### src/rtl/palette_flash_engine_defines.svh
// palette_flash_engine_defines.svh: assertion macros used by palette_flash_engine
// no dependencies; taken in by `include where a module asserts
`ifndef PALETTE_FLASH_ENGINE_DEFINES_SVH
`define PALETTE_FLASH_ENGINE_DEFINES_SVH

// same-cycle implication, checked at every rising edge outside reset
`define PFE_ASSERT_SAME(lbl, clk, rst, ante, cons, msg) \
   lbl: assert property (@(posedge clk) disable iff (rst) (ante) |-> (cons)) \
      else $error(msg);

// next-cycle implication
`define PFE_ASSERT_NEXT(lbl, clk, rst, ante, cons, msg) \
   lbl: assert property (@(posedge clk) disable iff (rst) (ante) |=> (cons)) \
      else $error(msg);

`endif

### src/rtl/pfe_pkg.sv
// pfe_pkg: sizes, command codes and shared types of the palette flash engine
// no dependencies; imported by pfe_div and palette_flash_engine
`default_nettype none

package pfe_pkg;

   localparam int ENTRIES     = 32;
   localparam int IDX_W       = (ENTRIES > 1) ? $clog2(ENTRIES) : 1;
   localparam int IDX_FIELD_W = 5;
   localparam int CH_W        = 5;
   localparam int COLOR_W     = 3 * CH_W;
   localparam int RAMP_W      = 7;
   localparam int TF_W        = 8;
   localparam int CMD_W       = 2;
   localparam int TDATA_W     = 24;
   localparam int PAD_W       = TDATA_W - COLOR_W - IDX_FIELD_W;
   localparam int DIV_CNT_W   = $clog2(CH_W);

   localparam logic [CH_W-1:0] CH_MAX    = '1;
   localparam logic [TF_W-1:0] TF_RESET  = TF_W'(16);

   typedef enum logic [CMD_W-1:0] {
      CMD_WRITE = 2'd0,
      CMD_START = 2'd1,
      CMD_TICK  = 2'd2
   } cmd_type;

   typedef struct packed {
      logic            done;
      logic [CH_W-1:0] quo;
   } div_rsp_type;

endpackage

`default_nettype wire

### src/rtl/palette_flash_engine.sv
// palette_flash_engine: fade-to-white flash over a palette, top level
// depends on pfe_pkg, pfe_div and palette_flash_engine_defines.svh
//
//   group  dir  beat payload
//   req_   in   tuser: command; tdata: entry_index, entry_color
//   rsp_   out  tdata: out_index, out_color; tlast: last entry of the tick
//   csr_   in   wdata: flash_frames, written when csr_we is high
//
// a write or an ignored command leaves the engine idle; req_tready is low until the walk or tick ends
// a start walks all entries through the shared divider, three channels each:
//   read the entry, save it, then divide the headroom of each channel by the ramp
// an active tick reads, updates and sends each entry, and stalls while rsp_tready is low
// reset is synchronous; the palette reads as zero until an entry is written
`default_nettype none

module palette_flash_engine (
   input  wire                        clock,
   input  wire                        reset,
   input  wire                        req_tvalid,
   output logic                       req_tready,
   input  wire [pfe_pkg::CMD_W-1:0]   req_tuser,   // command
   input  wire [pfe_pkg::TDATA_W-1:0] req_tdata,   // entry_index, entry_color, zero pad
   output logic                       rsp_tvalid,
   input  wire                        rsp_tready,
   output logic [pfe_pkg::TDATA_W-1:0] rsp_tdata,  // out_index, out_color, zero pad
   output logic                       rsp_tlast,
   input  wire                        csr_we,
   input  wire [pfe_pkg::TF_W-1:0]    csr_wdata    // flash_frames
);
   import pfe_pkg::*;
`include "palette_flash_engine_defines.svh"

   typedef enum logic [2:0] {
      S_IDLE,
      S_ST_RD,
      S_ST_SAVE,
      S_ST_DIV,
      S_TK_RD,
      S_TK_CALC,
      S_TK_OUT
   } state_type;

   typedef enum logic [1:0] {
      PH_IDLE,
      PH_UP,
      PH_DOWN
   } phase_type;

   state_type          state_ff,     state_in;
   phase_type          phase_ff,     phase_in;
   logic [RAMP_W-1:0]  frame_cnt_ff, frame_cnt_in;
   logic [RAMP_W-1:0]  ramp_ff,      ramp_in;
   logic [TF_W-1:0]    tf_ff,        tf_in;
   logic [IDX_W-1:0]   idx_ff,       idx_in;
   logic               up_ff,        up_in;
   logic               fin_ff,       fin_in;
   logic [1:0]         ch_sel_ff,    ch_sel_in;
   logic [COLOR_W-1:0] cur_ff,       cur_in;
   logic [COLOR_W-1:0] step_acc_ff,  step_acc_in;
   logic               div_go_ff,    div_go_in;
   logic [CH_W-1:0]    div_num_ff,   div_num_in;
   logic [COLOR_W-1:0] out_color_ff, out_color_in;
   logic               last_ff,      last_in;
   logic [ENTRIES-1:0] pal_vld_ff,   pal_vld_in;

   // memories and their registered read data
   logic [COLOR_W-1:0] pal_mem   [ENTRIES];
   logic [COLOR_W-1:0] saved_mem [ENTRIES];
   logic [COLOR_W-1:0] step_mem  [ENTRIES];
   logic [COLOR_W-1:0] pal_rd_ff;
   logic               pal_rd_vld_ff;
   logic [COLOR_W-1:0] saved_rd_ff;
   logic [COLOR_W-1:0] step_rd_ff;

   logic               pal_we;
   logic [IDX_W-1:0]   pal_waddr;
   logic [COLOR_W-1:0] pal_wdata;
   logic               saved_we;
   logic               step_we;
   logic [COLOR_W-1:0] step_wdata;

   logic                 req_beat;
   logic [IDX_FIELD_W-1:0] req_index;
   logic [COLOR_W-1:0]   req_color;
   logic [RAMP_W-1:0]    ramp_req;
   logic [RAMP_W-1:0]    frame_cnt_inc;
   logic                 idx_last;
   logic [COLOR_W-1:0]   pal_cur;
   logic [COLOR_W-1:0]   tick_color;
   div_rsp_type          div_rsp;

   function automatic logic [CH_W-1:0] headroom(input logic [COLOR_W-1:0] color,
                                                input logic [1:0] sel);
      logic [CH_W-1:0] ch;
      unique case (sel)
         2'd2:    ch = color[3*CH_W-1:2*CH_W];
         2'd1:    ch = color[2*CH_W-1:CH_W];
         default: ch = color[CH_W-1:0];
      endcase
      return CH_MAX - ch;
   endfunction

   pfe_div u_div (
      .clock (clock),
      .reset (reset),
      .go    (div_go_ff),
      .num   (div_num_ff),
      .den   (ramp_ff),
      .rsp   (div_rsp)
   );

   assign req_tready    = (state_ff == S_IDLE);
   assign req_beat      = req_tvalid && req_tready;
   assign req_index     = req_tdata[IDX_FIELD_W-1:0];
   assign req_color     = req_tdata[IDX_FIELD_W+COLOR_W-1:IDX_FIELD_W];
   assign ramp_req      = tf_ff[TF_W-1:1];
   assign frame_cnt_inc = frame_cnt_ff + 1'b1;
   assign idx_last      = (idx_ff == IDX_W'(ENTRIES - 1));
   assign pal_cur       = pal_rd_vld_ff ? pal_rd_ff : '0;
   // packed add or subtract, carries and borrows cross channels on purpose
   assign tick_color    = fin_ff ? saved_rd_ff :
                          (up_ff ? pal_cur + step_rd_ff : pal_cur - step_rd_ff);

   always_comb begin
      state_in     = state_ff;
      phase_in     = phase_ff;
      frame_cnt_in = frame_cnt_ff;
      ramp_in      = ramp_ff;
      tf_in        = csr_we ? csr_wdata : tf_ff;
      idx_in       = idx_ff;
      up_in        = up_ff;
      fin_in       = fin_ff;
      ch_sel_in    = ch_sel_ff;
      cur_in       = cur_ff;
      step_acc_in  = step_acc_ff;
      div_go_in    = 1'b0;
      div_num_in   = div_num_ff;
      out_color_in = out_color_ff;
      last_in      = last_ff;
      pal_we       = 1'b0;
      pal_waddr    = idx_ff;
      pal_wdata    = tick_color;
      saved_we     = 1'b0;
      step_we      = 1'b0;
      step_wdata   = {step_acc_ff[COLOR_W-CH_W-1:0], div_rsp.quo};

      unique case (state_ff)
         S_IDLE: begin
            if (req_beat) begin
               priority if (req_tuser == CMD_WRITE) begin
                  pal_waddr = IDX_W'(req_index);
                  pal_wdata = req_color;
                  pal_we    = (32'(req_index) < ENTRIES);
               end else if (req_tuser == CMD_START) begin
                  if (phase_ff == PH_IDLE && ramp_req != '0) begin
                     ramp_in      = ramp_req;
                     frame_cnt_in = '0;
                     phase_in     = PH_UP;
                     idx_in       = '0;
                     state_in     = S_ST_RD;
                  end
               end else if (req_tuser == CMD_TICK) begin
                  if (phase_ff != PH_IDLE) begin
                     up_in  = (phase_ff == PH_UP);
                     fin_in = 1'b0;
                     if (frame_cnt_inc >= ramp_ff) begin
                        frame_cnt_in = '0;
                        if (phase_ff == PH_UP) begin
                           phase_in = PH_DOWN;
                        end else begin
                           phase_in = PH_IDLE;
                           fin_in   = 1'b1;
                        end
                     end else begin
                        frame_cnt_in = frame_cnt_inc;
                     end
                     idx_in   = '0;
                     state_in = S_TK_RD;
                  end
               end else begin
                  // unused command code, dropped
               end
            end
         end
         S_ST_RD: begin
            state_in = S_ST_SAVE;
         end
         S_ST_SAVE: begin
            saved_we   = 1'b1;
            cur_in     = pal_cur;
            ch_sel_in  = 2'd2;
            div_num_in = headroom(pal_cur, 2'd2);
            div_go_in  = 1'b1;
            state_in   = S_ST_DIV;
         end
         S_ST_DIV: begin
            if (div_rsp.done) begin
               step_acc_in = step_wdata;
               if (ch_sel_ff == 2'd0) begin
                  step_we = 1'b1;
                  if (idx_last) begin
                     state_in = S_IDLE;
                  end else begin
                     idx_in   = idx_ff + 1'b1;
                     state_in = S_ST_RD;
                  end
               end else begin
                  ch_sel_in  = ch_sel_ff - 1'b1;
                  div_num_in = headroom(cur_ff, ch_sel_ff - 1'b1);
                  div_go_in  = 1'b1;
               end
            end
         end
         S_TK_RD: begin
            state_in = S_TK_CALC;
         end
         S_TK_CALC: begin
            pal_we       = 1'b1;
            out_color_in = tick_color;
            last_in      = idx_last;
            state_in     = S_TK_OUT;
         end
         S_TK_OUT: begin
            if (rsp_tready) begin
               if (idx_last) begin
                  state_in = S_IDLE;
               end else begin
                  idx_in   = idx_ff + 1'b1;
                  state_in = S_TK_RD;
               end
            end
         end
         default: begin
            state_in = S_IDLE;
         end
      endcase
   end

   always_comb begin
      pal_vld_in = pal_vld_ff;
      if (pal_we) begin
         pal_vld_in[pal_waddr] = 1'b1;
      end
   end

   always_ff @(posedge clock) begin
      idx_ff       <= idx_in;
      up_ff        <= up_in;
      fin_ff       <= fin_in;
      ch_sel_ff    <= ch_sel_in;
      cur_ff       <= cur_in;
      step_acc_ff  <= step_acc_in;
      div_num_ff   <= div_num_in;
      out_color_ff <= out_color_in;
      last_ff      <= last_in;
      if (reset) begin
         state_ff     <= S_IDLE;
         phase_ff     <= PH_IDLE;
         frame_cnt_ff <= '0;
         ramp_ff      <= '0;
         tf_ff        <= TF_RESET;
         div_go_ff    <= 1'b0;
         pal_vld_ff   <= '0;
      end else begin
         state_ff     <= state_in;
         phase_ff     <= phase_in;
         frame_cnt_ff <= frame_cnt_in;
         ramp_ff      <= ramp_in;
         tf_ff        <= tf_in;
         div_go_ff    <= div_go_in;
         pal_vld_ff   <= pal_vld_in;
      end
   end

   always_ff @(posedge clock) begin
      if (pal_we) begin
         pal_mem[pal_waddr] <= pal_wdata;
      end
      pal_rd_ff     <= pal_mem[idx_ff];
      pal_rd_vld_ff <= pal_vld_ff[idx_ff];
   end

   always_ff @(posedge clock) begin
      if (saved_we) begin
         saved_mem[idx_ff] <= pal_cur;
      end
      saved_rd_ff <= saved_mem[idx_ff];
   end

   always_ff @(posedge clock) begin
      if (step_we) begin
         step_mem[idx_ff] <= step_wdata;
      end
      step_rd_ff <= step_mem[idx_ff];
   end

   assign rsp_tvalid = (state_ff == S_TK_OUT);
   assign rsp_tlast  = last_ff;
   assign rsp_tdata  = {PAD_W'(0), out_color_ff, IDX_FIELD_W'(idx_ff)};

   `PFE_ASSERT_SAME(a_busy_while_beat, clock, reset, rsp_tvalid, !req_tready,
      "input taken while a result beat is pending")
   `PFE_ASSERT_NEXT(a_idle_after_last, clock, reset, rsp_tvalid && rsp_tready && rsp_tlast,
      req_tready, "not ready after the last beat of a tick")
   `PFE_ASSERT_SAME(a_frame_in_ramp, clock, reset, phase_ff != PH_IDLE,
      (ramp_ff != '0) && (frame_cnt_ff < ramp_ff), "frame count outside the ramp")
   `PFE_ASSERT_SAME(a_div_only_in_walk, clock, reset, div_go_ff, state_ff == S_ST_DIV,
      "divider launched outside the step walk")

endmodule

`default_nettype wire

### src/rtl/pfe_div.sv
// pfe_div: restoring divider, one quotient bit per cycle, for the step table
// depends on pfe_pkg
`default_nettype none

module pfe_div (
   input  wire                      clock,
   input  wire                      reset,
   input  wire                      go,
   input  wire [pfe_pkg::CH_W-1:0]  num,
   input  wire [pfe_pkg::RAMP_W-1:0] den,
   output pfe_pkg::div_rsp_type     rsp
);
   import pfe_pkg::*;

   logic [RAMP_W-1:0]    rem_ff,  rem_in;
   logic [CH_W-1:0]      quo_ff,  quo_in;
   logic [RAMP_W-1:0]    den_ff,  den_in;
   logic [DIV_CNT_W-1:0] cnt_ff,  cnt_in;
   logic                 busy_ff, busy_in;
   logic                 done_ff, done_in;

   logic [RAMP_W:0] trial;
   logic [RAMP_W:0] diff;
   logic            fits;

   // shift the next numerator bit into the partial remainder
   assign trial = {rem_ff, quo_ff[CH_W-1]};
   assign fits  = (trial >= {1'b0, den_ff});
   assign diff  = trial - {1'b0, den_ff};

   always_comb begin
      rem_in  = rem_ff;
      quo_in  = quo_ff;
      den_in  = den_ff;
      cnt_in  = cnt_ff;
      busy_in = busy_ff;
      done_in = 1'b0;
      if (go) begin
         rem_in  = '0;
         quo_in  = num;
         den_in  = den;
         cnt_in  = '0;
         busy_in = 1'b1;
      end else if (busy_ff) begin
         rem_in = fits ? diff[RAMP_W-1:0] : trial[RAMP_W-1:0];
         quo_in = {quo_ff[CH_W-2:0], fits};
         cnt_in = cnt_ff + 1'b1;
         if (cnt_ff == DIV_CNT_W'(CH_W - 1)) begin
            busy_in = 1'b0;
            done_in = 1'b1;
         end
      end
   end

   always_ff @(posedge clock) begin
      rem_ff <= rem_in;
      quo_ff <= quo_in;
      den_ff <= den_in;
      cnt_ff <= cnt_in;
      if (reset) begin
         busy_ff <= 1'b0;
         done_ff <= 1'b0;
      end else begin
         busy_ff <= busy_in;
         done_ff <= done_in;
      end
   end

   assign rsp.done = done_ff;
   assign rsp.quo  = quo_ff;

endmodule

`default_nettype wire
### config.mk
export PLATFORM = sky130hd
export DESIGN_NAME = palette_flash_engine
export DESIGN_NICKNAME = d
export VERILOG_FILES = /design/src/rtl/pfe_pkg.sv /design/src/rtl/palette_flash_engine.sv /design/src/rtl/pfe_div.sv
export VERILOG_INCLUDE_DIRS = /design/src /design/src/rtl
export SDC_FILE = /design/constraint.sdc
export NUM_CORES = 2
export LEC_CHECK = 0
export BUFFER_PORTS_ARGS = -buffer_cell sky130_fd_sc_hd__buf_2
export CORE_MARGIN = 3
export CORE_UTILIZATION = 48
export DETAILED_ROUTE_END_ITERATION = 8
export REMOVE_ABC_BUFFERS = 1
export SETUP_SLACK_MARGIN = 0.5
export SLEW_MARGIN = 10
export SYNTH_ARGS = -nofsm -noshare
export SYNTH_HDL_FRONTEND = slang
export SYNTH_SLANG_ARGS = --single-unit
### constraint.sdc
create_clock -name clock -period 8 [get_ports clock]
set_input_delay 1.2 -clock clock [delete_from_list [all_inputs] [get_ports clock]]
set_output_delay 1.2 -clock clock [all_outputs]
set_load 0.02 [all_outputs]
==> run summary <==
post-layout util - 55.0%
hpwl dp - 93000 um
Die Ht - 367 um
DRT iter0 DRCs - 3852
WP data arrival - 5.09 ns
Ports - 66
Net Sw Power - 0.00415 W
Nets - 3376
routed len/inst - 29.8 um
largest net degree at the start of global routing - 124
cts hold-fix bufs - 0
crit-path max FO - 34
fraction of power spent switching nets - 22.7%
Max Freq - 0.217 GHz
combinational power share - 7.4%
Residual DRC - 0
Flop pwr share - 52.1%
worst slew pin tran - 1.26 ns
initial antenna violation count - 7
global-route wire length before repair - 223000 um
Setup WS post-layout - 3.39 ns
share of cells above drive strength 1 - 25.3%
I/O Buffers - 56
Syn. warnings - 0
CP endpoint kind - flop
worst slack at placement - 3.33 ns
CTS buffer count - 162
CTS tree - built
Resized Gates After CTS - 0
fin crit period - 4.61 ns
Synth Register Bits - 1624
Global Route Usage Sum - 22.9%
Seq/Total Area, Yosys - 76.2%
Worst Path Required - 8.48 ns
VDD IR max - 0.198 mV
Cells after Synth - 3104
Pwr per Cell Area - 258 mW/mm^2
die area - 0.135 sq mm
max cap viols - 0
Slew Limit Fails - 0
HP Class - flop to flop
number of global-route vias before repair - 31.7k
layout overhead on the synthesized area - 13.0%
maximum buffer depth of the clock tree - 3
Hold Slack - 0.468 ns
Core Region - 0.128 sq mm
CTS clk-pin slew, worst paths - 0.06 ns
Hold Path End - pal_vld_ff[2]
startpoint types - flop
total leakage power - 21.7 nW
CTS sink count - 1624
outcome - finished, final reports clean
FP Rows - 131
final WL - 154000 um
reg2reg setup slack - 3.39 ns
top-area cell type share of the netlist area - 72.4%
final hold violations - 0
Die Wd - 367 um
Slew HR - 15.8%
Setup TNS Final - 0 ns
post-synth cell types - 76
clock power share - 40.5%
final cycle utilization of the critical path - 57.7%
Area contributors post-synth - edfxtp_1 (72%), mux4_2 (13%), dfxtp_1 (3.7%), a22oi_1 (2.3%), nor2_1 (1.4%)
final setup vio count - 0
top-count cell post-synth - edfxtp_1
Routed Antenna Nets - 0
Avg Inst Size Synth - 20.1 sq um
Main synth FF type - edfxtp_1
Initial Util - 48.7%
DR vias/cell - 6.06
Clk Tree Root Cell - clkbuf_16
grt ovf - 0
DRT Pass-1 Iters - 5
Setup Skew - 0.0395 ns
hold path startpoint - pal_vld_ff[2]
Cells on Worst Hold Path - 2
internal power - 0.0141 W
Reg-to-Reg End - pal_mem[25][7]
R2R Path Start - pal_rd_vld_ff
Synth area leader - edfxtp_1
synthesized area - 0.0625 sq mm
Worst Path Class, Setup - flop to flop
postcts setup bufs - 0
Post-synth ARST share - 0%
gpl congestion - 0.852
EDFF count, synth - 1507
unrepaired setup endpoints after global routing - false
worst r2r path cells - 10
H-tree Lvls - 4
synth cell count leaders - edfxtp_1 (1507), mux4_2 (368), nor2_1 (236)
routed vias - 31.3k
Worst-Skew Late Latency - 0.79 ns
==> worst max-delay path, cell delays in order (launching register included) <==
cell	delay (ns)
dfxtp_1	0.66
nand2_1	0.19
inv_1	0.95
ha_1	0.40
a21oi_1	0.19
nand4b_1	0.17
nand2_1	0.10
a21boi_0	0.21
xor2_1	0.10
o21ai_0	0.53
mux2_2	0.77
==> through the flow <==
stage	area, sq um	instances	power, W
6_report	70600	5156	0.0182
2_1_floorplan	61800	2946	0.0108
4_1_cts	70600	5152	0.0184
3_5_place_dp	65400	4854	0.0110
3_3_place_gp	65400	4854	0.0110
5_1_grt	70600	5154	0.0188
==> power by group through the flow <==
| stage | clock [W] | sequential, W | combinational (W) |
|---|---|---|---|
| after floorplan | 0 | 0.00977 | 0.00103 |
| after global routing | 0.00786 | 0.00950 | 0.00145 |
| final | 0.00738 | 0.00949 | 0.00135 |
| after CTS | 0.00752 | 0.00949 | 0.00137 |
| after global placement | 0 | 0.00966 | 0.00133 |
| after detailed placement | 0 | 0.00967 | 0.00136 |
==> layout make-up <==
class                           instances  area (sq um)
Tap cell                             1729          2160
Sequential cell                      1624         47600
Multi-Input combinational cell       1281         14200
Timing Repair Buffer                  181          1300
Fill cell                            9720         57700
Antenna cell                            2          5.00
Inverter                               41           155
Clock buffer                          211          4410
Clock inverter                         87           793
==> registers in the layout, summed over array words and instances, names as in the netlist, 32 cells and up <==
signal      count
pal_mem       480
pal_vld_ff     32
saved_mem     480
step_mem      480
==> how the worst max path moves through the flow <==
stage | slack [ns] | endpoint | startpoint
final | 3.39 | pal_mem[25][7] | pal_rd_vld_ff
after global routing | 3.11 | pal_mem[27][10] | pal_rd_vld_ff
after CTS | 3.30 | pal_mem[26][10] | pal_rd_vld_ff
after detailed placement | 3.33 | pal_mem[1][10] | pal_rd_vld_ff
after global placement | 3.39 | pal_mem[0][10] | pal_rd_vld_ff
after floorplan | -9.53 | pal_mem[17][0] | idx_ff[0]
==> logic make-up after synthesis <==
kind of cell | after synthesis | synth area share (%)
DFF | 1624 | 76.2
and+or+nand+nor | 454 | 3.43
muxes | 398 | 13.8
AOI/OAI and AO/OA | 344 | 3.80
buffers and inverters | 202 | 1.38
adders and majority gates | 46 | 0.945
xor gates and xnor gates | 35 | 0.491
other | 1 | 0.00600
==> cells in the final DEF (no fill, tap or decap), types with 15 or more instances in the layout <==
cell type and count:
and2_1 15, clkbuf_16 165, dfxtp_1 117, clkinv_2 41, nor2_2 36, xor2_1 23, nand2_1 60, ha_1 44
o21ai_0 38, nor2_1 201, inv_1 39, nand4_1 48, nor3_1 16, clkinv_1 20, edfxtp_1 1507, clkbuf_1 35
a22oi_1 190, a21oi_1 57, mux2i_1 18, buf_4 119, buf_2 56, mux4_2 368
==> layer usage <==
metal / wire (um) / up-vias / track usage (%)
met2: 73200 / 1286 / 35.7
met1: 65200 / 16600 / 33.5
met5: 31 / - / 0
met3: 10800 / 227 / 3.71
li1: - / 13100 / -
met4: 4510 / 4 / 7.34
(Power assumes the default switching activity.)
